<file path="src/sv/ppe_pkg.sv">
// Shared types, constants and helper functions for the palette pixel expander.
// No dependencies; every other file of the block but ppe_ram refers to this package.
package ppe_pkg;

  // fixed field widths
  localparam int ADDR_W     = 25;
  localparam int CFG_W      = 11;
  localparam int COLOR_W    = 30;
  localparam int COMP_W     = 10;
  localparam int BYTE_W     = 8;
  localparam int SLOT_W     = 4;
  localparam int APB_ADDR_W = 5;
  localparam int APB_DATA_W = 32;

  // parameter defaults
  localparam int DEF_PALETTE_ENTRIES = 16;
  localparam int DEF_MAX_WIDTH       = 1024;
  localparam int DEF_MAX_HEIGHT      = 1024;

  // register reset values
  localparam logic [CFG_W-1:0] RST_WIDTH  = 11'd320;
  localparam logic [CFG_W-1:0] RST_HEIGHT = 11'd200;

  // component full scale and byte full scale
  localparam logic [COMP_W-1:0] COMP_MAX  = 10'h3FF;
  localparam logic [BYTE_W-1:0] BYTE_FULL = 8'hFF;

  // bytes per target pixel
  localparam logic [2:0] BPP_RGB  = 3'd3;
  localparam logic [2:0] BPP_ARGB = 3'd4;

  // register word indexes
  typedef enum logic [2:0] {
    REG_SRC_WIDTH  = 3'd0,
    REG_SRC_HEIGHT = 3'd1,
    REG_WIDEN      = 3'd2,
    REG_C64        = 3'd3,
    REG_ALPHA      = 3'd4
  } reg_idx_e;

  // configuration as seen by the datapath
  typedef struct packed {
    logic [CFG_W-1:0] width;
    logic [CFG_W-1:0] height;
    logic             widen;
    logic             c64;
    logic             alpha;
  } cfg_t;

  // pixel item waiting for its palette read data
  typedef struct packed {
    logic              valid;
    logic              hit;
    logic [ADDR_W-1:0] addr;
  } pix_t;

  // copies minus one: 0, 1 or 3
  function automatic logic [1:0] copies_m1(input cfg_t cfg);
    return {cfg.widen & cfg.c64, cfg.widen | cfg.c64};
  endfunction

  // log2 of the copy count
  function automatic logic [1:0] copies_log2(input cfg_t cfg);
    return {1'b0, cfg.widen} + {1'b0, cfg.c64};
  endfunction

  // byte count of one target pixel
  function automatic logic [2:0] pixel_bytes(input cfg_t cfg);
    return cfg.alpha ? BPP_ARGB : BPP_RGB;
  endfunction

  // v*255/1023 truncated: q0 = p>>10, remainder p - q0*1023 stays below 2*1023
  function automatic logic [BYTE_W-1:0] scale_comp(input logic [COMP_W-1:0] v);
    logic [17:0] prod;
    logic [7:0]  q0;
    logic [10:0] rem;
    prod = {v, 8'b0} - {8'b0, v};
    q0   = prod[17:10];
    rem  = {1'b0, prod[9:0]} + {3'b0, q0};
    return (rem >= {1'b0, COMP_MAX}) ? q0 + 8'd1 : q0;
  endfunction

endpackage

</file>
<file path="src/sv/ppe_ram.sv">
// Generic single-write, single-read RAM with a registered read port.
// Depends on nothing.
module ppe_ram #(
  parameter int WIDTH = 30,
  parameter int DEPTH = 16
) (
  input  logic                     clk_i,
  input  logic                     we_i,
  input  logic [$clog2(DEPTH)-1:0] waddr_i,
  input  logic [WIDTH-1:0]         wdata_i,
  input  logic                     re_i,
  input  logic [$clog2(DEPTH)-1:0] raddr_i,
  output logic [WIDTH-1:0]         rdata_o
);

  logic [WIDTH-1:0] mem_q [DEPTH];
  logic [WIDTH-1:0] rdata_q;

  // write port
  always_ff @(posedge clk_i) begin
    if (we_i) begin
      mem_q[waddr_i] <= wdata_i;
    end
  end

  // read port, data held while not enabled
  always_ff @(posedge clk_i) begin
    if (re_i) begin
      rdata_q <= mem_q[raddr_i];
    end
  end

  assign rdata_o = rdata_q;

endmodule

</file>
<file path="src/sv/ppe_scan.sv">
// Raster position tracker: column, row and row base address, and the
// pixel stage that waits on the palette read. Depends on ppe_pkg.
module ppe_scan #(
  parameter int MAX_WIDTH  = ppe_pkg::DEF_MAX_WIDTH,
  parameter int MAX_HEIGHT = ppe_pkg::DEF_MAX_HEIGHT
) (
  input  logic          clk_i,
  input  logic          rst_ni,
  input  ppe_pkg::cfg_t cfg_i,
  input  logic          pix_acc_i,
  input  logic          hit_i,
  input  logic          take_i,
  output ppe_pkg::pix_t pix_o
);

  localparam int XW  = $clog2(MAX_WIDTH);
  localparam int YW  = $clog2(MAX_HEIGHT);
  localparam int WW  = $clog2(MAX_WIDTH + 1);
  localparam int HW  = $clog2(MAX_HEIGHT + 1);
  localparam int CWW = (WW > ppe_pkg::CFG_W) ? WW : ppe_pkg::CFG_W;
  localparam int CHW = (HW > ppe_pkg::CFG_W) ? HW : ppe_pkg::CFG_W;
  localparam int AW  = ppe_pkg::ADDR_W;

  logic [XW-1:0]  col_q, col_d;
  logic [YW-1:0]  row_q, row_d;
  logic [AW-1:0]  base_q, base_d;
  logic           valid_q;
  logic           hit_q;
  logic [AW-1:0]  addr_q;

  logic [CWW-1:0] w_raw;
  logic [CHW-1:0] h_raw;
  logic [WW-1:0]  w_clamp;
  logic [HW-1:0]  h_clamp;
  logic [WW-1:0]  col_inc;
  logic [HW-1:0]  row_inc;
  logic           col_wrap;
  logic           row_wrap;
  logic [AW-1:0]  col_ext;
  logic [AW-1:0]  col_bytes;
  logic [AW-1:0]  w_ext;
  logic [AW-1:0]  w_bytes;
  logic [AW-1:0]  addr0;
  logic [AW-1:0]  stride;
  logic [1:0]     shamt;

  // clamp configured sizes into 1..max
  assign w_raw = CWW'(cfg_i.width);
  assign h_raw = CHW'(cfg_i.height);

  always_comb begin
    priority if (w_raw == '0) begin
      w_clamp = WW'(1);
    end else if (w_raw > CWW'(MAX_WIDTH)) begin
      w_clamp = WW'(MAX_WIDTH);
    end else begin
      w_clamp = WW'(w_raw);
    end
  end

  always_comb begin
    priority if (h_raw == '0) begin
      h_clamp = HW'(1);
    end else if (h_raw > CHW'(MAX_HEIGHT)) begin
      h_clamp = HW'(MAX_HEIGHT);
    end else begin
      h_clamp = HW'(h_raw);
    end
  end

  // wrap detection
  assign col_inc  = WW'(col_q) + WW'(1);
  assign row_inc  = HW'(row_q) + HW'(1);
  assign col_wrap = (col_inc >= w_clamp);
  assign row_wrap = (row_inc >= h_clamp);

  // byte offsets: times 3 or 4 by shift and add, then times the copy count; the row stride doubles again in c64 mode
  assign shamt     = ppe_pkg::copies_log2(cfg_i);
  assign col_ext   = AW'(col_q);
  assign col_bytes = cfg_i.alpha ? (col_ext << 2) : ((col_ext << 1) + col_ext);
  assign addr0     = base_q + (col_bytes << shamt);
  assign w_ext     = AW'(w_clamp);
  assign w_bytes   = cfg_i.alpha ? (w_ext << 2) : ((w_ext << 1) + w_ext);
  assign stride    = w_bytes << ({1'b0, shamt} + {2'b0, cfg_i.c64});

  // next position after a pixel item
  always_comb begin
    col_d  = col_q;
    row_d  = row_q;
    base_d = base_q;
    if (pix_acc_i) begin
      if (col_wrap) begin
        col_d = '0;
        if (row_wrap) begin
          row_d  = '0;
          base_d = '0;
        end else begin
          row_d  = YW'(row_inc);
          base_d = base_q + stride;
        end
      end else begin
        col_d = XW'(col_inc);
      end
    end
  end

  // position registers
  always_ff @(posedge clk_i or negedge rst_ni) begin
    if (!rst_ni) begin
      col_q  <= '0;
      row_q  <= '0;
      base_q <= '0;
    end else begin
      col_q  <= col_d;
      row_q  <= row_d;
      base_q <= base_d;
    end
  end

  // pixel stage occupancy
  always_ff @(posedge clk_i or negedge rst_ni) begin
    if (!rst_ni) begin
      valid_q <= 1'b0;
    end else begin
      priority if (pix_acc_i) begin
        valid_q <= 1'b1;
      end else if (take_i) begin
        valid_q <= 1'b0;
      end else begin
        valid_q <= valid_q;
      end
    end
  end

  // pixel stage payload
  always_ff @(posedge clk_i) begin
    if (pix_acc_i) begin
      hit_q  <= hit_i;
      addr_q <= addr0;
    end
  end

  assign pix_o.valid = valid_q;
  assign pix_o.hit   = hit_q;
  assign pix_o.addr  = addr_q;

endmodule

</file>
<file path="src/sv/ppe_emit.sv">
// Output stage: scales the palette color to bytes and replays it once per
// target copy with a stepping byte address. Depends on ppe_pkg.
module ppe_emit (
  input  logic                                 clk_i,
  input  logic                                 rst_ni,
  input  ppe_pkg::cfg_t                        cfg_i,
  input  ppe_pkg::pix_t                        pix_i,
  input  logic [ppe_pkg::COLOR_W-1:0]          rdata_i,
  input  logic                                 out_stall_i,
  output logic                                 take_o,
  output logic                                 out_valid_o,
  output logic [ppe_pkg::ADDR_W-1:0]           byte_address_o,
  output logic [ppe_pkg::BYTE_W-1:0]           alpha_byte_o,
  output logic [ppe_pkg::BYTE_W-1:0]           red_byte_o,
  output logic [ppe_pkg::BYTE_W-1:0]           green_byte_o,
  output logic [ppe_pkg::BYTE_W-1:0]           blue_byte_o,
  output logic                                 last_copy_o
);

  localparam int AW = ppe_pkg::ADDR_W;
  localparam int BW = ppe_pkg::BYTE_W;
  localparam int CW = ppe_pkg::COMP_W;

  logic                             valid_q;
  logic [1:0]                       left_q;
  logic [AW-1:0]                    addr_q;
  logic [BW-1:0]                    red_q, green_q, blue_q;
  logic [ppe_pkg::COLOR_W-1:0]      color;
  logic                             last;
  logic                             out_acc;
  logic                             free;

  // handshake bookkeeping
  assign last    = (left_q == 2'd0);
  assign out_acc = valid_q & ~out_stall_i;
  assign free    = ~valid_q | (out_acc & last);
  assign take_o  = pix_i.valid & free;

  // indexes beyond the palette read as black
  assign color = pix_i.hit ? rdata_i : '0;

  // occupancy and copy counter
  always_ff @(posedge clk_i or negedge rst_ni) begin
    if (!rst_ni) begin
      valid_q <= 1'b0;
      left_q  <= 2'd0;
    end else begin
      priority if (take_o) begin
        valid_q <= 1'b1;
        left_q  <= ppe_pkg::copies_m1(cfg_i);
      end else if (free) begin
        valid_q <= 1'b0;
      end else if (out_acc) begin
        left_q <= left_q - 2'd1;
      end else begin
        left_q <= left_q;
      end
    end
  end

  // payload: load a new pixel or step to the next copy
  always_ff @(posedge clk_i) begin
    priority if (take_o) begin
      addr_q  <= pix_i.addr;
      red_q   <= ppe_pkg::scale_comp(color[3*CW-1:2*CW]);
      green_q <= ppe_pkg::scale_comp(color[2*CW-1:CW]);
      blue_q  <= ppe_pkg::scale_comp(color[CW-1:0]);
    end else if (out_acc && !last) begin
      addr_q <= addr_q + AW'(ppe_pkg::pixel_bytes(cfg_i));
    end else begin
      addr_q <= addr_q;
    end
  end

  assign out_valid_o    = valid_q;
  assign byte_address_o = addr_q;
  assign alpha_byte_o   = cfg_i.alpha ? ppe_pkg::BYTE_FULL : '0;
  assign red_byte_o     = red_q;
  assign green_byte_o   = green_q;
  assign blue_byte_o    = blue_q;
  assign last_copy_o    = last;

endmodule

</file>
<file path="src/sv/palette_pixel_expander.sv">
// Palette pixel expander. An input item is either a palette write (action 1),
// which stores a packed 10-bit RGB color and yields no result, or a 4-bit
// pixel index (action 0), which yields 1, 2 or 4 target pixel items (widen
// and c64 modes) with scaled color bytes and a byte address. The copies of a
// pixel item leave through the single output port one after another, held
// while out_stall_i is high. The palette RAM read register and the pixel stage
// feed the output register that presents the first copy. One pixel can wait
// behind the output stage, so input is taken while a result is still pending.
// The palette holds no defined value until written. Registers sit on an APB
// port at word addresses 0 to 4.
// Depends on ppe_pkg, ppe_ram, ppe_scan and ppe_emit.
module palette_pixel_expander #(
  parameter int PALETTE_ENTRIES = ppe_pkg::DEF_PALETTE_ENTRIES,
  parameter int MAX_WIDTH       = ppe_pkg::DEF_MAX_WIDTH,
  parameter int MAX_HEIGHT      = ppe_pkg::DEF_MAX_HEIGHT
) (
  input  logic                               clk_i,
  input  logic                               rst_ni,
  // configuration
  input  logic                               psel,
  input  logic                               penable,
  input  logic                               pwrite,
  input  logic [ppe_pkg::APB_ADDR_W-1:0]     paddr,
  input  logic [ppe_pkg::APB_DATA_W-1:0]     pwdata,
  output logic [ppe_pkg::APB_DATA_W-1:0]     prdata,
  output logic                               pready,
  // input items
  input  logic                               in_valid_i,
  output logic                               in_stall_o,
  input  logic                               action_i,
  input  logic [ppe_pkg::SLOT_W-1:0]         palette_slot_i,
  input  logic [ppe_pkg::COLOR_W-1:0]        color_word_i,
  input  logic [ppe_pkg::SLOT_W-1:0]         pixel_index_i,
  // result items
  output logic                               out_valid_o,
  input  logic                               out_stall_i,
  output logic [ppe_pkg::ADDR_W-1:0]         byte_address_o,
  output logic [ppe_pkg::BYTE_W-1:0]         alpha_byte_o,
  output logic [ppe_pkg::BYTE_W-1:0]         red_byte_o,
  output logic [ppe_pkg::BYTE_W-1:0]         green_byte_o,
  output logic [ppe_pkg::BYTE_W-1:0]         blue_byte_o,
  output logic                               last_copy_o
);

  localparam int IW = $clog2(PALETTE_ENTRIES);
  localparam int SW = ppe_pkg::SLOT_W;
  localparam int CW = ppe_pkg::CFG_W;
  localparam int DW = ppe_pkg::APB_DATA_W;
  localparam int AW = ppe_pkg::ADDR_W;

  ppe_pkg::cfg_t      cfg_q, cfg_d;
  ppe_pkg::pix_t      pix;
  ppe_pkg::reg_idx_e  reg_idx;
  logic               cfg_we;
  logic               in_acc;
  logic               pix_acc;
  logic               slot_hit;
  logic               index_hit;
  logic               ram_we;
  logic               take;
  logic [ppe_pkg::COLOR_W-1:0] rdata;

  // configuration port
  assign pready  = 1'b1;
  assign cfg_we  = psel & penable & pwrite;
  assign reg_idx = ppe_pkg::reg_idx_e'(paddr[4:2]);

  always_comb begin
    cfg_d = cfg_q;
    if (cfg_we) begin
      unique case (reg_idx)
        ppe_pkg::REG_SRC_WIDTH:  cfg_d.width  = pwdata[CW-1:0];
        ppe_pkg::REG_SRC_HEIGHT: cfg_d.height = pwdata[CW-1:0];
        ppe_pkg::REG_WIDEN:      cfg_d.widen  = pwdata[0];
        ppe_pkg::REG_C64:        cfg_d.c64    = pwdata[0];
        ppe_pkg::REG_ALPHA:      cfg_d.alpha  = pwdata[0];
        default:                 cfg_d        = cfg_q;
      endcase
    end
  end

  always_ff @(posedge clk_i or negedge rst_ni) begin
    if (!rst_ni) begin
      cfg_q.width  <= ppe_pkg::RST_WIDTH;
      cfg_q.height <= ppe_pkg::RST_HEIGHT;
      cfg_q.widen  <= 1'b0;
      cfg_q.c64    <= 1'b0;
      cfg_q.alpha  <= 1'b0;
    end else begin
      cfg_q <= cfg_d;
    end
  end

  // register readback
  always_comb begin
    unique case (reg_idx)
      ppe_pkg::REG_SRC_WIDTH:  prdata = DW'(cfg_q.width);
      ppe_pkg::REG_SRC_HEIGHT: prdata = DW'(cfg_q.height);
      ppe_pkg::REG_WIDEN:      prdata = DW'(cfg_q.widen);
      ppe_pkg::REG_C64:        prdata = DW'(cfg_q.c64);
      ppe_pkg::REG_ALPHA:      prdata = DW'(cfg_q.alpha);
      default:                 prdata = '0;
    endcase
  end

  // input handshake: stall only while the pixel stage is full and stuck
  assign in_stall_o = pix.valid & ~take;
  assign in_acc     = in_valid_i & ~in_stall_o;
  assign pix_acc    = in_acc & ~action_i;
  assign slot_hit   = ({{(32-SW){1'b0}}, palette_slot_i} < 32'(PALETTE_ENTRIES));
  assign index_hit  = ({{(32-SW){1'b0}}, pixel_index_i} < 32'(PALETTE_ENTRIES));
  assign ram_we     = in_acc & action_i & slot_hit;

  // palette store; a write always lands before any later read is issued
  ppe_ram #(
    .WIDTH (ppe_pkg::COLOR_W),
    .DEPTH (PALETTE_ENTRIES)
  ) u_palette (
    .clk_i   (clk_i),
    .we_i    (ram_we),
    .waddr_i (IW'(palette_slot_i)),
    .wdata_i (color_word_i),
    .re_i    (pix_acc),
    .raddr_i (IW'(pixel_index_i)),
    .rdata_o (rdata)
  );

  // raster position and pixel stage
  ppe_scan #(
    .MAX_WIDTH  (MAX_WIDTH),
    .MAX_HEIGHT (MAX_HEIGHT)
  ) u_scan (
    .clk_i     (clk_i),
    .rst_ni    (rst_ni),
    .cfg_i     (cfg_q),
    .pix_acc_i (pix_acc),
    .hit_i     (index_hit),
    .take_i    (take),
    .pix_o     (pix)
  );

  // scaling and copy replay
  ppe_emit u_emit (
    .clk_i          (clk_i),
    .rst_ni         (rst_ni),
    .cfg_i          (cfg_q),
    .pix_i          (pix),
    .rdata_i        (rdata),
    .out_stall_i    (out_stall_i),
    .take_o         (take),
    .out_valid_o    (out_valid_o),
    .byte_address_o (byte_address_o),
    .alpha_byte_o   (alpha_byte_o),
    .red_byte_o     (red_byte_o),
    .green_byte_o   (green_byte_o),
    .blue_byte_o    (blue_byte_o),
    .last_copy_o    (last_copy_o)
  );

  // single copy mode never shows a non-final copy
  a_single_copy : assert property (@(posedge clk_i) disable iff (!rst_ni)
    (out_valid_o && !cfg_q.widen && !cfg_q.c64) |-> last_copy_o)
    else $error("non-final copy with replication off");

  // a taken non-final copy is followed by the next copy one pixel further on
  a_copy_step : assert property (@(posedge clk_i) disable iff (!rst_ni)
    (out_valid_o && !out_stall_i && !last_copy_o) |=>
      (out_valid_o &&
       byte_address_o == $past(byte_address_o) +
         (cfg_q.alpha ? AW'(ppe_pkg::BPP_ARGB) : AW'(ppe_pkg::BPP_RGB))))
    else $error("copy address did not advance by one target pixel");

  // a stalled input implies a full pixel stage
  a_stall_cause : assert property (@(posedge clk_i) disable iff (!rst_ni)
    in_stall_o |-> pix.valid)
    else $error("input stalled with empty pixel stage");

  // a pixel stage move loads the output stage
  a_take_loads : assert property (@(posedge clk_i) disable iff (!rst_ni)
    take |=> out_valid_o)
    else $error("pixel taken but no result presented");

endmodule

</file>
<file path="config.mk">
export PLATFORM = sky130hd
export DESIGN_NAME = palette_pixel_expander
export DESIGN_NICKNAME = d
export VERILOG_FILES = /design/src/sv/ppe_pkg.sv /design/src/sv/ppe_ram.sv /design/src/sv/ppe_scan.sv /design/src/sv/ppe_emit.sv /design/src/sv/palette_pixel_expander.sv
export SDC_FILE = /design/constraint.sdc
export NUM_CORES = 1
export LEC_CHECK = 0
export BUFFER_PORTS_ARGS = -buffer_cell sky130_fd_sc_hd__buf_2
export CORE_MARGIN = 4
export CORE_UTILIZATION = 45
export DETAILED_ROUTE_END_ITERATION = 8
export SETUP_SLACK_MARGIN = 0.1
export SYNTH_ARGS = -nofsm -noshare
export SYNTH_HDL_FRONTEND = slang
export SYNTH_SLANG_ARGS = --single-unit
</file>
<file path="constraint.sdc">
create_clock -name clk_i -period 7.7 [get_ports clk_i]
set_clock_uncertainty 0.2 [all_clocks]
set_input_delay 0.77 -clock clk_i [delete_from_list [all_inputs] [get_ports clk_i]]
set_output_delay 0.77 -clock clk_i [all_outputs]
set_load 0.01 [all_outputs]
</file>
==> results of run 1 <==
-- through the flow --
step	setup WS (ns)	hold WS, ns
6_report	1.81	0.107
5_1_grt	1.30	0.184
4_1_cts	1.84	0.154
3_5_place_dp	1.88	0.291
3_3_place_gp	1.99	0.270
2_1_floorplan	2.57	0.257
-- Yosys cell counts, types with 51 or more instances --
library cell / n / share of area, %
sky130_fd_sc_hd__clkbuf_1: 51 / 0.59
sky130_fd_sc_hd__ha_1: 124 / 4.7
sky130_fd_sc_hd__inv_1: 69 / 0.79
sky130_fd_sc_hd__nand2_1: 207 / 2.4
sky130_fd_sc_hd__nor2_1: 104 / 1.2
sky130_fd_sc_hd__dfrtp_1: 69 / 5.3
sky130_fd_sc_hd__xor2_1: 70 / 1.9
sky130_fd_sc_hd__mux4_2: 150 / 10
sky130_fd_sc_hd__nand3_1: 56 / 0.86
sky130_fd_sc_hd__o21ai_0: 112 / 1.7
sky130_fd_sc_hd__xnor2_1: 98 / 2.6
sky130_fd_sc_hd__a21oi_1: 67 / 1.0
sky130_fd_sc_hd__edfxtp_1: 584 / 54
-- cell type report --
type,instances,area share [%]
well taps,950,3.23
inverters,73,0.748
clock buffers,88,5.26
flip-flops and latches,658,52.7
multi-input cells,1452,34.2
diodes,3,0.0204
clock inverters,46,1.50
repair buffers,156,2.34
-- kinds of logic after synthesis --
logic type               share of synthesized area, %
XOR/XNOR                                         4.50
AND/OR/NAND/NOR                                  8.06
AO/OA/AOI/OAI                                    7.83
flip-flops                                       59.3
buffers and inverters                            2.74
other                                          0.0230
multiplexers                                     12.2
adder cells (fa/ha/maj)                          5.27
-- how the worst max path moves through the flow --
stage          slack, ns  depth (start not counted)                             to
6_report            1.81                         21  u_scan.base_q[23]$_DFFE_PN0P_
5_1_grt             1.30                         21  u_scan.base_q[23]$_DFFE_PN0P_
4_1_cts             1.84                         21  u_scan.base_q[23]$_DFFE_PN0P_
3_5_place_dp        1.88                         21  u_scan.base_q[23]$_DFFE_PN0P_
3_3_place_gp        1.99                         21  u_scan.base_q[21]$_DFFE_PN0P_
2_1_floorplan       2.57                         22  u_scan.base_q[23]$_DFFE_PN0P_
-- routing by layer --
metal / share of wire [%] / global-route usage (%) / up-vias
li1: - / - / 9046
met1: 41 / 24.4 / 9775
met2: 52 / 34.2 / 427
met3: 4.2 / 2.60 / 127
met4: 2.4 / 5.11 / 4
met5: 0.028 / 0 / -
-- critical path, stage by stage (launching register included) --
cell and delay (ns):
sky130_fd_sc_hd__dfrtp_1 0.57, sky130_fd_sc_hd__inv_1 0.20, sky130_fd_sc_hd__nand2_1 0.21, sky130_fd_sc_hd__inv_1 0.13, sky130_fd_sc_hd__ha_1 0.27, sky130_fd_sc_hd__fa_1 0.45
sky130_fd_sc_hd__a211oi_1 0.36, sky130_fd_sc_hd__o21bai_1 0.13, sky130_fd_sc_hd__a211o_1 0.30, sky130_fd_sc_hd__nand2_1 0.08, sky130_fd_sc_hd__a32oi_1 0.10, sky130_fd_sc_hd__o31a_1 0.18
sky130_fd_sc_hd__mux2i_1 0.24, sky130_fd_sc_hd__a211oi_1 0.14, sky130_fd_sc_hd__ha_1 0.43, sky130_fd_sc_hd__nand3_1 0.22, sky130_fd_sc_hd__or2_1 0.31, sky130_fd_sc_hd__o31a_1 0.37
sky130_fd_sc_hd__a31oi_1 0.34, sky130_fd_sc_hd__a21oi_1 0.14, sky130_fd_sc_hd__nor4b_1 0.30, sky130_fd_sc_hd__a211o_1 0.14
-- registers in the layout (all words and copies together) (netlist names) --
signal and count:
u_scan.base_q 25, u_scan.row_q 10, u_palette.rdata_o 30, u_emit.byte_address_o 25, u_palette.mem_q 480, u_scan.valid_q 1, u_emit.left_q 2, u_emit.out_valid_o 1
u_scan.addr_q 25, u_emit.green_byte_o 8, cfg_q 25, u_emit.blue_byte_o 8, u_emit.red_byte_o 8, u_scan.col_q 10
-- layout by cell type, fill, tap and decap left out, drive strengths merged, types with 9 or more instances in the layout --
cell | Yosys | layout
nand4 | 20 | 20
xnor2 | 98 | 98
a31oi | 14 | 14
o21bai | 10 | 10
a211o | 13 | 13
clkinv | 3 | 33
a211oi | 16 | 16
edfxtp | 584 | 584
a2111oi | 9 | 9
nor2b | 15 | 15
dfrtp | 69 | 69
nor4 | 10 | 10
a21oi | 67 | 67
mux4 | 150 | 150
o31ai | 17 | 17
o22ai | 13 | 13
conb | 2 | 22
clkbuf | 52 | 89
nand2 | 207 | 207
nand3 | 59 | 59
bufinv | 0 | 9
nor3b | 9 | 9
ha | 124 | 124
nor2 | 106 | 106
o21a | 11 | 11
nand2b | 15 | 15
and3 | 10 | 10
mux2 | 32 | 32
o21ai | 121 | 121
inv | 70 | 73
mux2i | 26 | 26
nor3 | 48 | 48
buf | 67 | 155
a21o | 37 | 37
xor2 | 70 | 70
-- where the power goes --
part | switching (mW) | leakage (nW) | internal [mW]
clock network | 1.45 | 1.21 | 2.12
logic | 1.80 | 5.85 | 1.22
registers | 0.272 | 6.26 | 4.29
total | 3.52 | 13.3 | 7.63
==> parameters.txt, run 1 <==
Parameter                              Value

Global route
  Pin count of the biggest net entering global routing ... 82
  Overall global routing resource usage ... 19.1%
  Antenna violations before repair ... 9
  First-pass GRT wire length ... 115000 um
  Vias in the first global route ... 19800
  Global-route congestion overflow total ... 0

CTS
  Buffer type at the clock tree root ... sky130_fd_sc_hd__clkbuf_16
  Clock tree from TritonCTS ... built
  H-tree Lvls ... 3
  Count of cells resized by post-cts repair ... 0
  Deepest clock path buffer count ... 3
  Number of buffers inserted for hold repair after clock tree synthesis ... 0
  Clock-pin transition on the worst setup and hold timing paths ... 0.06 ns
  CTS Buf Count ... 73
  Clock network latency to the later pin of the worst-skew pair ... 0.62 ns
  Clock Sink Count ... 658
  Postcts setup bufs ... 0

Final layout
  Sequential Area ... 19400 um2
  Non-Filler Cell Area, Final ... 36800 um2
  Share of post-route cells with drive strength above 1 ... 20.9%
  Fillcell total ... 6016
  Non-filler cells in the finished layout ... 3426
  Final #Nets ... 2629
  Final core utilization ... 51.3%
  Layout overhead on the synthesized area ... 12.6%
  Multi-input gate area in the final layout ... 12600 um2

Placement
  Post-detailed-placement cell area ... 34300 um2
  Cell count after placement ... 3289
  Placer congestion estimate ... 0.885
  Port Buf Inserts ... 130
  Detail Placement HPWL ... 46900 um

Run
  Max_cap viols ... 0

Worst setup path
  CP Launch Type ... flip-flop
  Required time reported for the critical path endpoint ... 8.05 ns
  Startpoint of the most critical register-to-register path ... cfg_q[24]$_DFFE_PN0P_
  Crit path max fanout ... 12
  Critical R2R Capture ... u_scan.base_q[23]$_DFFE_PN0P_
  Critical Path End Type ... flip-flop
  Arrival time of the worst setup path ... 6.24 ns
  Setup slack of the most critical reg-to-reg path ... 1.81 ns
  Type of the setup path with the least slack ... flip-flop to flip-flop
  Crit. Startpoint ... cfg_q[24]$_DFFE_PN0P_
  R2r worst-path depth ... 21

Yosys
  Most used flip-flop cell after synthesis ... sky130_fd_sc_hd__edfxtp_1
  Number of synthesized register bits ... 658
  Count of warnings emitted by yosys ... 0
  Async S/R FF share, synth ... 11.2%
  Combined area of all synthesized cells ... 32700 um2
  Sequential fraction of the synthesis area ... 59.3%
  Number of cells produced by synthesis ... 2282
  Mean Syn Cell Area ... 14.3 um2
  Number of flops mapped to enable cells by yosys ... 584
  Number of different library cells in the post-synthesis netlist ... 102

Run status
  Run status ... complete, no violations

Routing
  DRC ... 0
  Routed WL ... 74100 um
  Number of iterations in the first detailed-routing pass ... 5
  Wire per inst ... 21.6 um
  Detailed-route via count ... 19400
  Average via count per standard cell ... 5.66
  Count of nets left with antenna violations after detail routing ... 0
  Number of DRC markers in iteration 0 ... 1277

Floorplanning
  Area inside the core boundary ... 71700 um2
  Die Span X ... 277 um
  Die Height ... 277 um
  Number of placement rows ... 98
  Area of the die ... 77000 um2
  Starting utilization of the core area ... 45.6%
  Top Ports ... 176

STA
  Worst slew margin relative to its limit ... 21.7%
  Final hold violation count ... 0
  Final critical path time including I/O delays and setup ... 5.89 ns
  Final-report setup violation count ... 0
  Sum of negative setup slack ... 0 ns
  Fmax ... 170 MHz
  Fin crit share ... 76.5%
  Unrepaired setup endpoints after global routing ... false
  Slew at the pin closest to its max-slew limit ... 1.17 ns
  Max-slew violation total from the final report ... 0

Hold path
  Worst Hold Class ... input pin to async pin

Pwr
  Leakage ... 13.3 nW
  Peak supply drop ... 0.000217 V
  Power consumption ... 11.2 mW
  Total power divided by cell area ... 303 nW/um2
No activity file was read; power rests on OpenSTA's default activity.
==> inputs of run 2 (changes only) <==
--- a/config.mk
+++ b/config.mk
@@ -5,6 +5,7 @@
 export SDC_FILE = /design/constraint.sdc
 export NUM_CORES = 1
 export LEC_CHECK = 0
+export ABC_AREA = 1
 export BUFFER_PORTS_ARGS = -buffer_cell sky130_fd_sc_hd__buf_2
 export CORE_MARGIN = 4
 export CORE_UTILIZATION = 45
==> constraint.sdc (replaced) <==
create_clock -name clk_i -period 5.5 [get_ports clk_i]
set_clock_uncertainty 0.2 [all_clocks]
set_input_delay 0.55 -clock clk_i [delete_from_list [all_inputs] [get_ports clk_i]]
set_output_delay 0.55 -clock clk_i [all_outputs]
set_load 0.01 [all_outputs]
==> parameters.txt, run 2 <==
Parameter                              Value

Global route
  Global-route congestion overflow total ... 0 (unchanged)
  First-pass GRT wire length ... 132000 um (+15%)
  Vias in the first global route ... 23200 (+17%)
  Antenna violations before repair ... 19 (+10)
  Overall global routing resource usage ... 20.5% (+1.4 points)
  Pin count of the biggest net entering global routing ... 143 (+74%)

Routing
  Average via count per standard cell ... 5.24 (-7.3%)
  Detailed-route via count ... 24800 (+28%)
  Wire per inst ... 18.1 um (-16%)
  Routed WL ... 85400 um (+15%)
  Count of nets left with antenna violations after detail routing ... 0 (unchanged)
  Number of iterations in the first detailed-routing pass ... 5 (unchanged)
  Number of DRC markers in iteration 0 ... 1807 (+42%)
  DRC ... 0 (unchanged)

Yosys
  Top-count cell post-synth ... sky130_fd_sc_hd__nand2_1
  Number of synthesized register bits ... 658 (unchanged)
  Number of flops mapped to enable cells by yosys ... 584 (unchanged)
  Synth top area share ... 50.3% (-3.3 points)
  Combined area of all synthesized cells ... 34800 um2 (+6.6%)
  Number of different library cells in the post-synthesis netlist ... 59 (-42%)
  Number of cells produced by synthesis ... 3513 (+54%)
  Sequential fraction of the synthesis area ... 55.7% (-3.7 points)
  Mean Syn Cell Area ... 9.92 um2 (-31%)
  Dominant cells by area after synthesis ... sky130_fd_sc_hd__edfxtp_1 (50%), sky130_fd_sc_hd__nand2_1 (7.7%), sky130_fd_sc_hd__dfrtp_1 (5.0%), sky130_fd_sc_hd__ha_1 (4.5%), sky130_fd_sc_hd__inv_1 (4.1%)
  Most used flip-flop cell after synthesis ... sky130_fd_sc_hd__edfxtp_1
  Biggest area consumer among synthesized cells ... sky130_fd_sc_hd__edfxtp_1
  Async S/R FF share, synth ... 11.2% (unchanged)
  Count of warnings emitted by yosys ... 0 (unchanged)
  Most common library cells after synthesis ... sky130_fd_sc_hd__nand2_1 (718), sky130_fd_sc_hd__edfxtp_1 (584), sky130_fd_sc_hd__inv_1 (376)

Worst setup path
  Required time reported for the critical path endpoint ... 5.81 ns (-2.24 ns)
  Crit path max fanout ... 10 (-2)
  R2r worst-path depth ... 30 (+43%)
  Slowest-stage cell, CP ... sky130_fd_sc_hd__dfstp_2
  CP Launch Type ... flip-flop
  Critical Path End Type ... flip-flop
  Crit path largest cell delay ... 0.55 ns (-0.02 ns)
  Cell seen most often among critical-path stages ... sky130_fd_sc_hd__nand2_1
  Arrival time of the worst setup path ... 5.08 ns (-1.16 ns)
  Type of the setup path with the least slack ... flip-flop to flip-flop

CTS
  Buffer type at the clock tree root ... sky130_fd_sc_hd__clkbuf_16
  CTS Buf Count ... 74 (+1.4%)
  Number of buffers inserted for hold repair after clock tree synthesis ... 13 (+13)
  H-tree Lvls ... 3 (unchanged)
  Clock Sink Count ... 658 (unchanged)
  Deepest clock path buffer count ... 3 (unchanged)
  Clock network latency to the later pin of the worst-skew pair ... 0.62 ns (about the same)
  Clock-pin transition on the worst setup and hold timing paths ... 0.05 ns (about the same)
  Postcts setup bufs ... 0 (unchanged)
  Count of cells resized by post-cts repair ... 0 (unchanged)
  Clock tree from TritonCTS ... built

Run
  Max_cap viols ... 0 (unchanged)

Hold path
  Worst Hold Class ... input pin to flip-flop
  Min-Delay Path Depth ... 3

Floorplanning
  Starting utilization of the core area ... 45.6% (+0.082 points)
  Top Ports ... 176 (unchanged)
  Area of the die ... 81900 um2 (+6.4%)
  Area inside the core boundary ... 76300 um2 (+6.4%)
  Die Height ... 286 um (+3.2%)
  Die Span X ... 286 um (+3.2%)
  Number of placement rows ... 101 (+3.1%)

STA
  Max-slew violation total from the final report ... 0 (unchanged)
  Final-report setup violation count ... 0 (unchanged)
  Unrepaired setup endpoints after global routing ... false
  Final critical path time including I/O delays and setup ... 4.77 ns (-1.12 ns)
  Sum of negative setup slack ... 0 ns (unchanged)
  Final hold violation count ... 0 (unchanged)
  Worst slew margin relative to its limit ... 23.2% (+1.4 points)
  Fmax ... 210 MHz (+23%)
  Slew at the pin closest to its max-slew limit ... 1.15 ns (-0.0228 ns)
  Fin crit share ... 86.8% (+10 points)

Final layout
  Share of post-route cells with drive strength above 1 ... 9.22% (-12 points)
  Reg with most FFs ... u_palette.mem_q
  Final core utilization ... 51.1% (-0.21 points)
  Most common cell after layout, fill and taps aside ... sky130_fd_sc_hd__nand2_1
  Fillcell total ... 6932 (+15%)
  Highest-count cells in the layout ignoring fill and taps ... sky130_fd_sc_hd__nand2_1 (718), sky130_fd_sc_hd__edfxtp_1 (584), sky130_fd_sc_hd__inv_1 (374)
  Layout overhead on the synthesized area ... 11.9%
  Non-filler cells in the finished layout ... 4724 (+38%)
  Final #Nets ... 3848 (+46%)
  Number of flip-flops under the largest register name ... 480 (unchanged)

Placement
  Detail Placement HPWL ... 56000 um (+19%)
  Port Buf Inserts ... 130 (unchanged)
  Placer congestion estimate ... 0.880 (-0.62%)
  Cell count after placement ... 4574 (+39%)

Pwr
  Total power divided by cell area ... 421 nW/um2 (+39%)
  Peak supply drop ... 0.000255 V (+18%)
  Leakage ... 16.0 nW (+20%)

Run status
  Run status ... complete, no violations
==> run 2: changes by cell type in the layout (fill, tap and decap cells not counted), moves of 30 or more <==
cell,previous run,this run
sky130_fd_sc_hd__a21o_1,36,3
sky130_fd_sc_hd__o211ai_1,4,128
sky130_fd_sc_hd__mux4_2,150,0
sky130_fd_sc_hd__inv_1,67,374
sky130_fd_sc_hd__mux2i_1,26,121
sky130_fd_sc_hd__nor2_1,92,171
sky130_fd_sc_hd__o21ai_0,112,270
sky130_fd_sc_hd__xnor2_1,98,33
sky130_fd_sc_hd__nand2_1,207,718
sky130_fd_sc_hd__mux2_2,30,0
sky130_fd_sc_hd__nand3_1,56,263
sky130_fd_sc_hd__a21oi_1,66,203
==> run 2: report_power, final <==
part | internal, mW | total, mW | leakage, nW | switching [mW]
Combinational | 1.82 | 5.15 | 8.69 | 3.33
Clock | 2.73 | 4.74 | 1.11 | 2.01
Sequential | 6.10 | 6.51 | 6.22 | 0.415
==> run 2: logic make-up after synthesis <==
| kind of cell | count (synthesis) | share of synthesized area, % |
|---|---|---|
| adders and majority gates | 132 | 4.91 |
| DFF | 658 | 55.7 |
| AOI/OAI and AO/OA | 654 | 10.6 |
| other | 2 | 0.0216 |
| muxes | 121 | 3.48 |
| buffers and inverters | 534 | 6.29 |
| and+or+nand+nor | 1305 | 16.2 |
| xor gates and xnor gates | 107 | 2.75 |
==> run 2: cell type report <==
type,instances,area [um2],share of cell area (%)
antenna,5,12.5,0.0321
timing repair buffer,177,1080,2.77
inverter,381,1430,3.67
sequential,658,19400,49.7
multi-input combinational,2341,13500,34.5
clock buffer,101,1970,5.06
tap,1030,1290,3.31
clock inverter,31,352,0.902
==> run 2: worst paths after layout <==
kind / from / slack [ns] / to
max reg2reg: cfg_q[20]$_DFFE_PN1P_ / 0.73 / u_scan.base_q[22]$_DFFE_PN0P_
min in group asynchronous: rst_ni / 0.46 / u_scan.base_q[18]$_DFFE_PN0P_
min reg2reg: u_scan.valid_q$_DFFE_PN0P_ / 0.30 / u_emit.out_valid_o$_DFFE_PN0P_
max in group asynchronous: rst_ni / 4.01 / u_scan.col_q[0]$_DFFE_PN0P_
min: paddr[4] / 0.08 / cfg_q[0]$_DFFE_PN0P_
max: cfg_q[20]$_DFFE_PN1P_ / 0.73 / u_scan.base_q[22]$_DFFE_PN0P_
==> run 2: metrics by stage <==
step | setup slack [ns] | total power, mW | hold slack [ns] | area (um2)
floorplan | 1.54 | 10.3 | 0.0544 | 34900
global placement | 0.859 | 11.7 | 0.282 | 36500
detailed placement | 0.795 | 11.8 | 0.288 | 36500
CTS | 0.778 | 16.5 | 0.0569 | 39000
global route | 0.230 | 17.5 | 0.0859 | 39000
finish | 0.729 | 16.4 | 0.0777 | 39000
==> run 2: critical path, delay by kind of cell (launching register included) <==
family | cells | cell delay (ns)
buffers and inverters | 1 | 0.12
AND/OR/NAND/NOR | 25 | 2.58
AO/OA/AOI/OAI | 1 | 0.14
flip-flops | 1 | 0.55
adder cells (fa/ha/maj) | 3 | 1.07
==> run 2: per-layer routing <==
layer / vias up / routed length (um) / track usage, % / share of wire (%)
met2: 551 / 41000 / 34.0 / 48
met3: 122 / 4570 / 3.04 / 5.3
met1: 11600 / 37900 / 28.1 / 44
li1: 12400 / - / - / -
met4: 14 / 1840 / 6.01 / 2.2
met5: - / 95 / 0 / 0.11
==> inputs of run 3 (changes only) <==
--- a/config.mk
+++ b/config.mk
@@ -5,7 +5,6 @@
 export SDC_FILE = /design/constraint.sdc
 export NUM_CORES = 1
 export LEC_CHECK = 0
-export ABC_AREA = 1
 export BUFFER_PORTS_ARGS = -buffer_cell sky130_fd_sc_hd__buf_2
 export CORE_MARGIN = 4
 export CORE_UTILIZATION = 45
==> parameters.txt, run 3 (synthesis results as in run 1) <==
Parameter                              Value

Run status
  Run status ... complete, no violations

Routing
  Detailed-route via count ... 19500 (-21%)
  DRC ... 0 (unchanged)
  Wire per inst ... 22.0 um (+22%)
  Top layer used by detailed routing ... met5
  Routed WL ... 76000 um (-11%)
  Met3 routed wirelength ... 3720 um (-19%)
  Average via count per standard cell ... 5.65 (+7.8%)
  Number of iterations in the first detailed-routing pass ... 5 (unchanged)
  Count of nets left with antenna violations after detail routing ... 0 (unchanged)
  Number of DRC markers in iteration 0 ... 1361 (-25%)
  Routed length on met1 ... 31800 um (-16%)
  Sum of met2 wire segment lengths after detailed routing ... 38600 um (-5.8%)

Worst setup path
  Crit path largest cell delay ... 0.55 ns (about the same)
  Slowest-stage cell, CP ... sky130_fd_sc_hd__dfstp_2
  Critical path buffer and inverter count ... 0 (-1)
  Arrival time of the worst setup path ... 5.57 ns (+0.49 ns)
  Type of the setup path with the least slack ... flip-flop to flip-flop
  Setup slack of the most critical reg-to-reg path ... 0.27 ns (-0.46 ns)
  Required time reported for the critical path endpoint ... 5.83 ns (+0.02 ns)
  Critical Path End Type ... flip-flop
  Sequence of cells on the critical path ... nor4_1, a31oi_1, nor2_1, ha_1, fa_2, a211oi_4, o21ai_0, a21oi_1, nand3b_1, nand3_1, mux2_2, a21oi_1, o22ai_1, ha_1, nand3_1, or2_1, o31a_1, a31oi_4, a21oi_1, nor4b_1, a211o_1
  Crit path max fanout ... 4 (-6)
  Crit-path leading delay family ... compound AO/OA/AOI/OAI gates
  CP Launch Type ... flip-flop
  Cell seen most often among critical-path stages ... sky130_fd_sc_hd__a21oi_1

Final layout
  Fillcell total ... 5996 (-14%)
  Reg with most FFs ... u_palette.mem_q
  Most common cell after layout, fill and taps aside ... sky130_fd_sc_hd__edfxtp_1
  Number of flip-flops under the largest register name ... 480 (unchanged)
  Highest-count cells in the layout ignoring fill and taps ... sky130_fd_sc_hd__edfxtp_1 (584), sky130_fd_sc_hd__nand2_1 (207), sky130_fd_sc_hd__mux4_2 (150)
  Final core utilization ... 51.5% (+0.41 points)
  Layout overhead on the synthesized area ... 13.0%
  Share of post-route cells with drive strength above 1 ... 21.5% (+12 points)
  Final #Nets ... 2659 (-31%)

STA
  Fin crit share ... 95.2% (+8.4 points)
  Unrepaired setup endpoints after global routing ... false
  Max-slew violation total from the final report ... 0 (unchanged)
  Worst slew margin relative to its limit ... 20.0% (-3.2 points)
  Slew at the pin closest to its max-slew limit ... 1.20 ns (+0.0492 ns)
  Fmax ... 191 MHz (-8.8%)
  Final hold violation count ... 0 (unchanged)
  Sum of negative setup slack ... 0 ns (unchanged)
  Final-report setup violation count ... 0 (unchanged)
  Post-Route Hold Slack ... 0.0983 ns (+0.0206 ns)
  Final critical path time including I/O delays and setup ... 5.23 ns (+0.463 ns)

Pwr
  Switching share of power ... 32.2% (-2.9 points)
  Peak supply drop ... 0.000320 V (+25%)
  Share of total power in combinational logic ... 28.4% (-3.0 points)
  Leakage ... 13.4 nW (-17%)
  Total power divided by cell area ... 415 nW/um2 (-1.3%)
  P_sw ... 4.93 mW (-14%)
  Sequential share of power ... 41.6% (+1.9 points)
  Part of the total power dissipated in the clock network ... 30.0% (+1.1 points)
  Internal power component ... 10.4 mW (-2.4%)

Floorplanning
  Area of the die ... 77000 um2 (-6.0%)
  Area inside the core boundary ... 71700 um2 (-6.0%)
  Starting utilization of the core area ... 45.6% (-0.082 points)
  Top Ports ... 176 (unchanged)
  Number of placement rows ... 98 (-3.0%)
  Die Span X ... 277 um (-3.1%)
  Die Height ... 277 um (-3.1%)

Global route
  Overall global routing resource usage ... 19.7% (-0.85 points)
  First-pass GRT wire length ... 118000 um (-11%)
  Global-route congestion overflow total ... 0 (unchanged)
  Antenna violations before repair ... 12 (-7)
  Vias in the first global route ... 20100 (-13%)
  Pin count of the biggest net entering global routing ... 75 (-48%)

CTS
  Clock tree from TritonCTS ... built
  Clock Sink Count ... 658 (unchanged)
  H-tree Lvls ... 3 (unchanged)
  Clock-pin transition on the worst setup and hold timing paths ... 0.06 ns (about the same)
  Clock network latency to the later pin of the worst-skew pair ... 0.62 ns (about the same)
  CTS Buf Count ... 72 (-2.7%)
  Deepest clock path buffer count ... 3 (unchanged)
  Buffer type at the clock tree root ... sky130_fd_sc_hd__clkbuf_16

Placement
  Placer congestion estimate ... 0.835 (-5.0%)
  Detail Placement HPWL ... 49400 um (-12%)
  Port Buf Inserts ... 130 (unchanged)

Run
  Max_cap viols ... 0 (unchanged)

Hold path
  Worst Hold Class ... input pin to flip-flop
[run 3: changes by cell type in the layout (fill, tap and decap cells not counted), sizes merged, moves of 32 or more]
cell    previous run  this run
mux2i            121        26
mux2               0        32
o211ai           129         4
a21oi            203        67
mux4               0       150
nor2             207       106
inv              384        71
o21ai            275       121
xnor2             33        98
a21o               3        37
nand3            267        59
nand2            734       207
[run 3: what timing repair did]
| item | 4_1_cts | 5_1_grt |
|---|---|---|
| gates resized for setup | 2 | 14 |
| buffers inserted | 0 | 3 |
| hold buffers | 11 | 0 |
| endpoints found under the setup margin | 2 | 9 |
| endpoints found under the hold margin | 88 | 0 |
| pin swaps | 0 | 7 |
[run 3: path summary, 6_finish.rpt]
kind / from / end / cells after the start
max reg2reg: cfg_q[22]$_DFFE_PN1P_ / u_scan.base_q[23]$_DFFE_PN0P_ / 21
min reg2reg: u_scan.valid_q$_DFFE_PN0P_ / u_emit.out_valid_o$_DFFE_PN0P_ / 1
max in group asynchronous: rst_ni / cfg_q[13]$_DFFE_PN0P_ / 2
min: color_word_i[24] / u_palette.mem_q[3][24]$_DFFE_PP_ / 1
max: cfg_q[22]$_DFFE_PN1P_ / u_scan.base_q[23]$_DFFE_PN0P_ / 21
min in group asynchronous: rst_ni / u_scan.base_q[8]$_DFFE_PN0P_ / 2
[run 3: final cells by class]
class                           count  area, um2  area share, %
Sequential cell                   658      19400           52.5
Tap cell                          950       1190           3.22
Clock buffer                       94       1890           5.13
Inverter                           73        275          0.745
Multi-Input combinational cell   1452      12600           34.2
Timing Repair Buffer              187       1140           3.10
Clock inverter                     35        383           1.04
Antenna cell                        4       10.0         0.0271
[run 3: routing by layer]
metal | up-vias | GRT usage (%)
met4 | 4 | 5.34
met2 | 475 | 34.1
li1 | 9093 | -
met1 | 9829 | 25.8
met3 | 116 | 3.32
met5 | - | 0
[run 3: worst register-to-register path: cells and delay by family, from the launching register on]
family	cells	cell delay (ns)
adders and majority gates	3	0.96
muxes	1	0.32
AOI/OAI and AO/OA	10	2.04
and+or+nand+nor	7	1.08
DFF	1	0.55
[run 3: metrics by stage]
step | area [um2] | cells | power, mW | setup slack, ns
finish | 36900 | 3453 | 15.3 | 0.266
global route | 36900 | 3451 | 16.2 | 0.0824
CTS | 36900 | 3446 | 15.4 | 0.154
detailed placement | 34500 | 3306 | 10.8 | 0.129
global placement | 34500 | 3306 | 10.7 | 0.192
floorplan | 32800 | 2302 | 9.54 | 0.365
[run 3: power by group through the flow]
| stage | registers [mW] | clock network, mW | logic [mW] |
|---|---|---|---|
| 2_1_floorplan | 6.43 | 0 | 3.11 |
| 3_3_place_gp | 6.46 | 0 | 4.23 |
| 3_5_place_dp | 6.48 | 0 | 4.31 |
| 4_1_cts | 6.38 | 4.71 | 4.35 |
| 5_1_grt | 6.43 | 4.95 | 4.85 |
| 6_report | 6.38 | 4.59 | 4.36 |
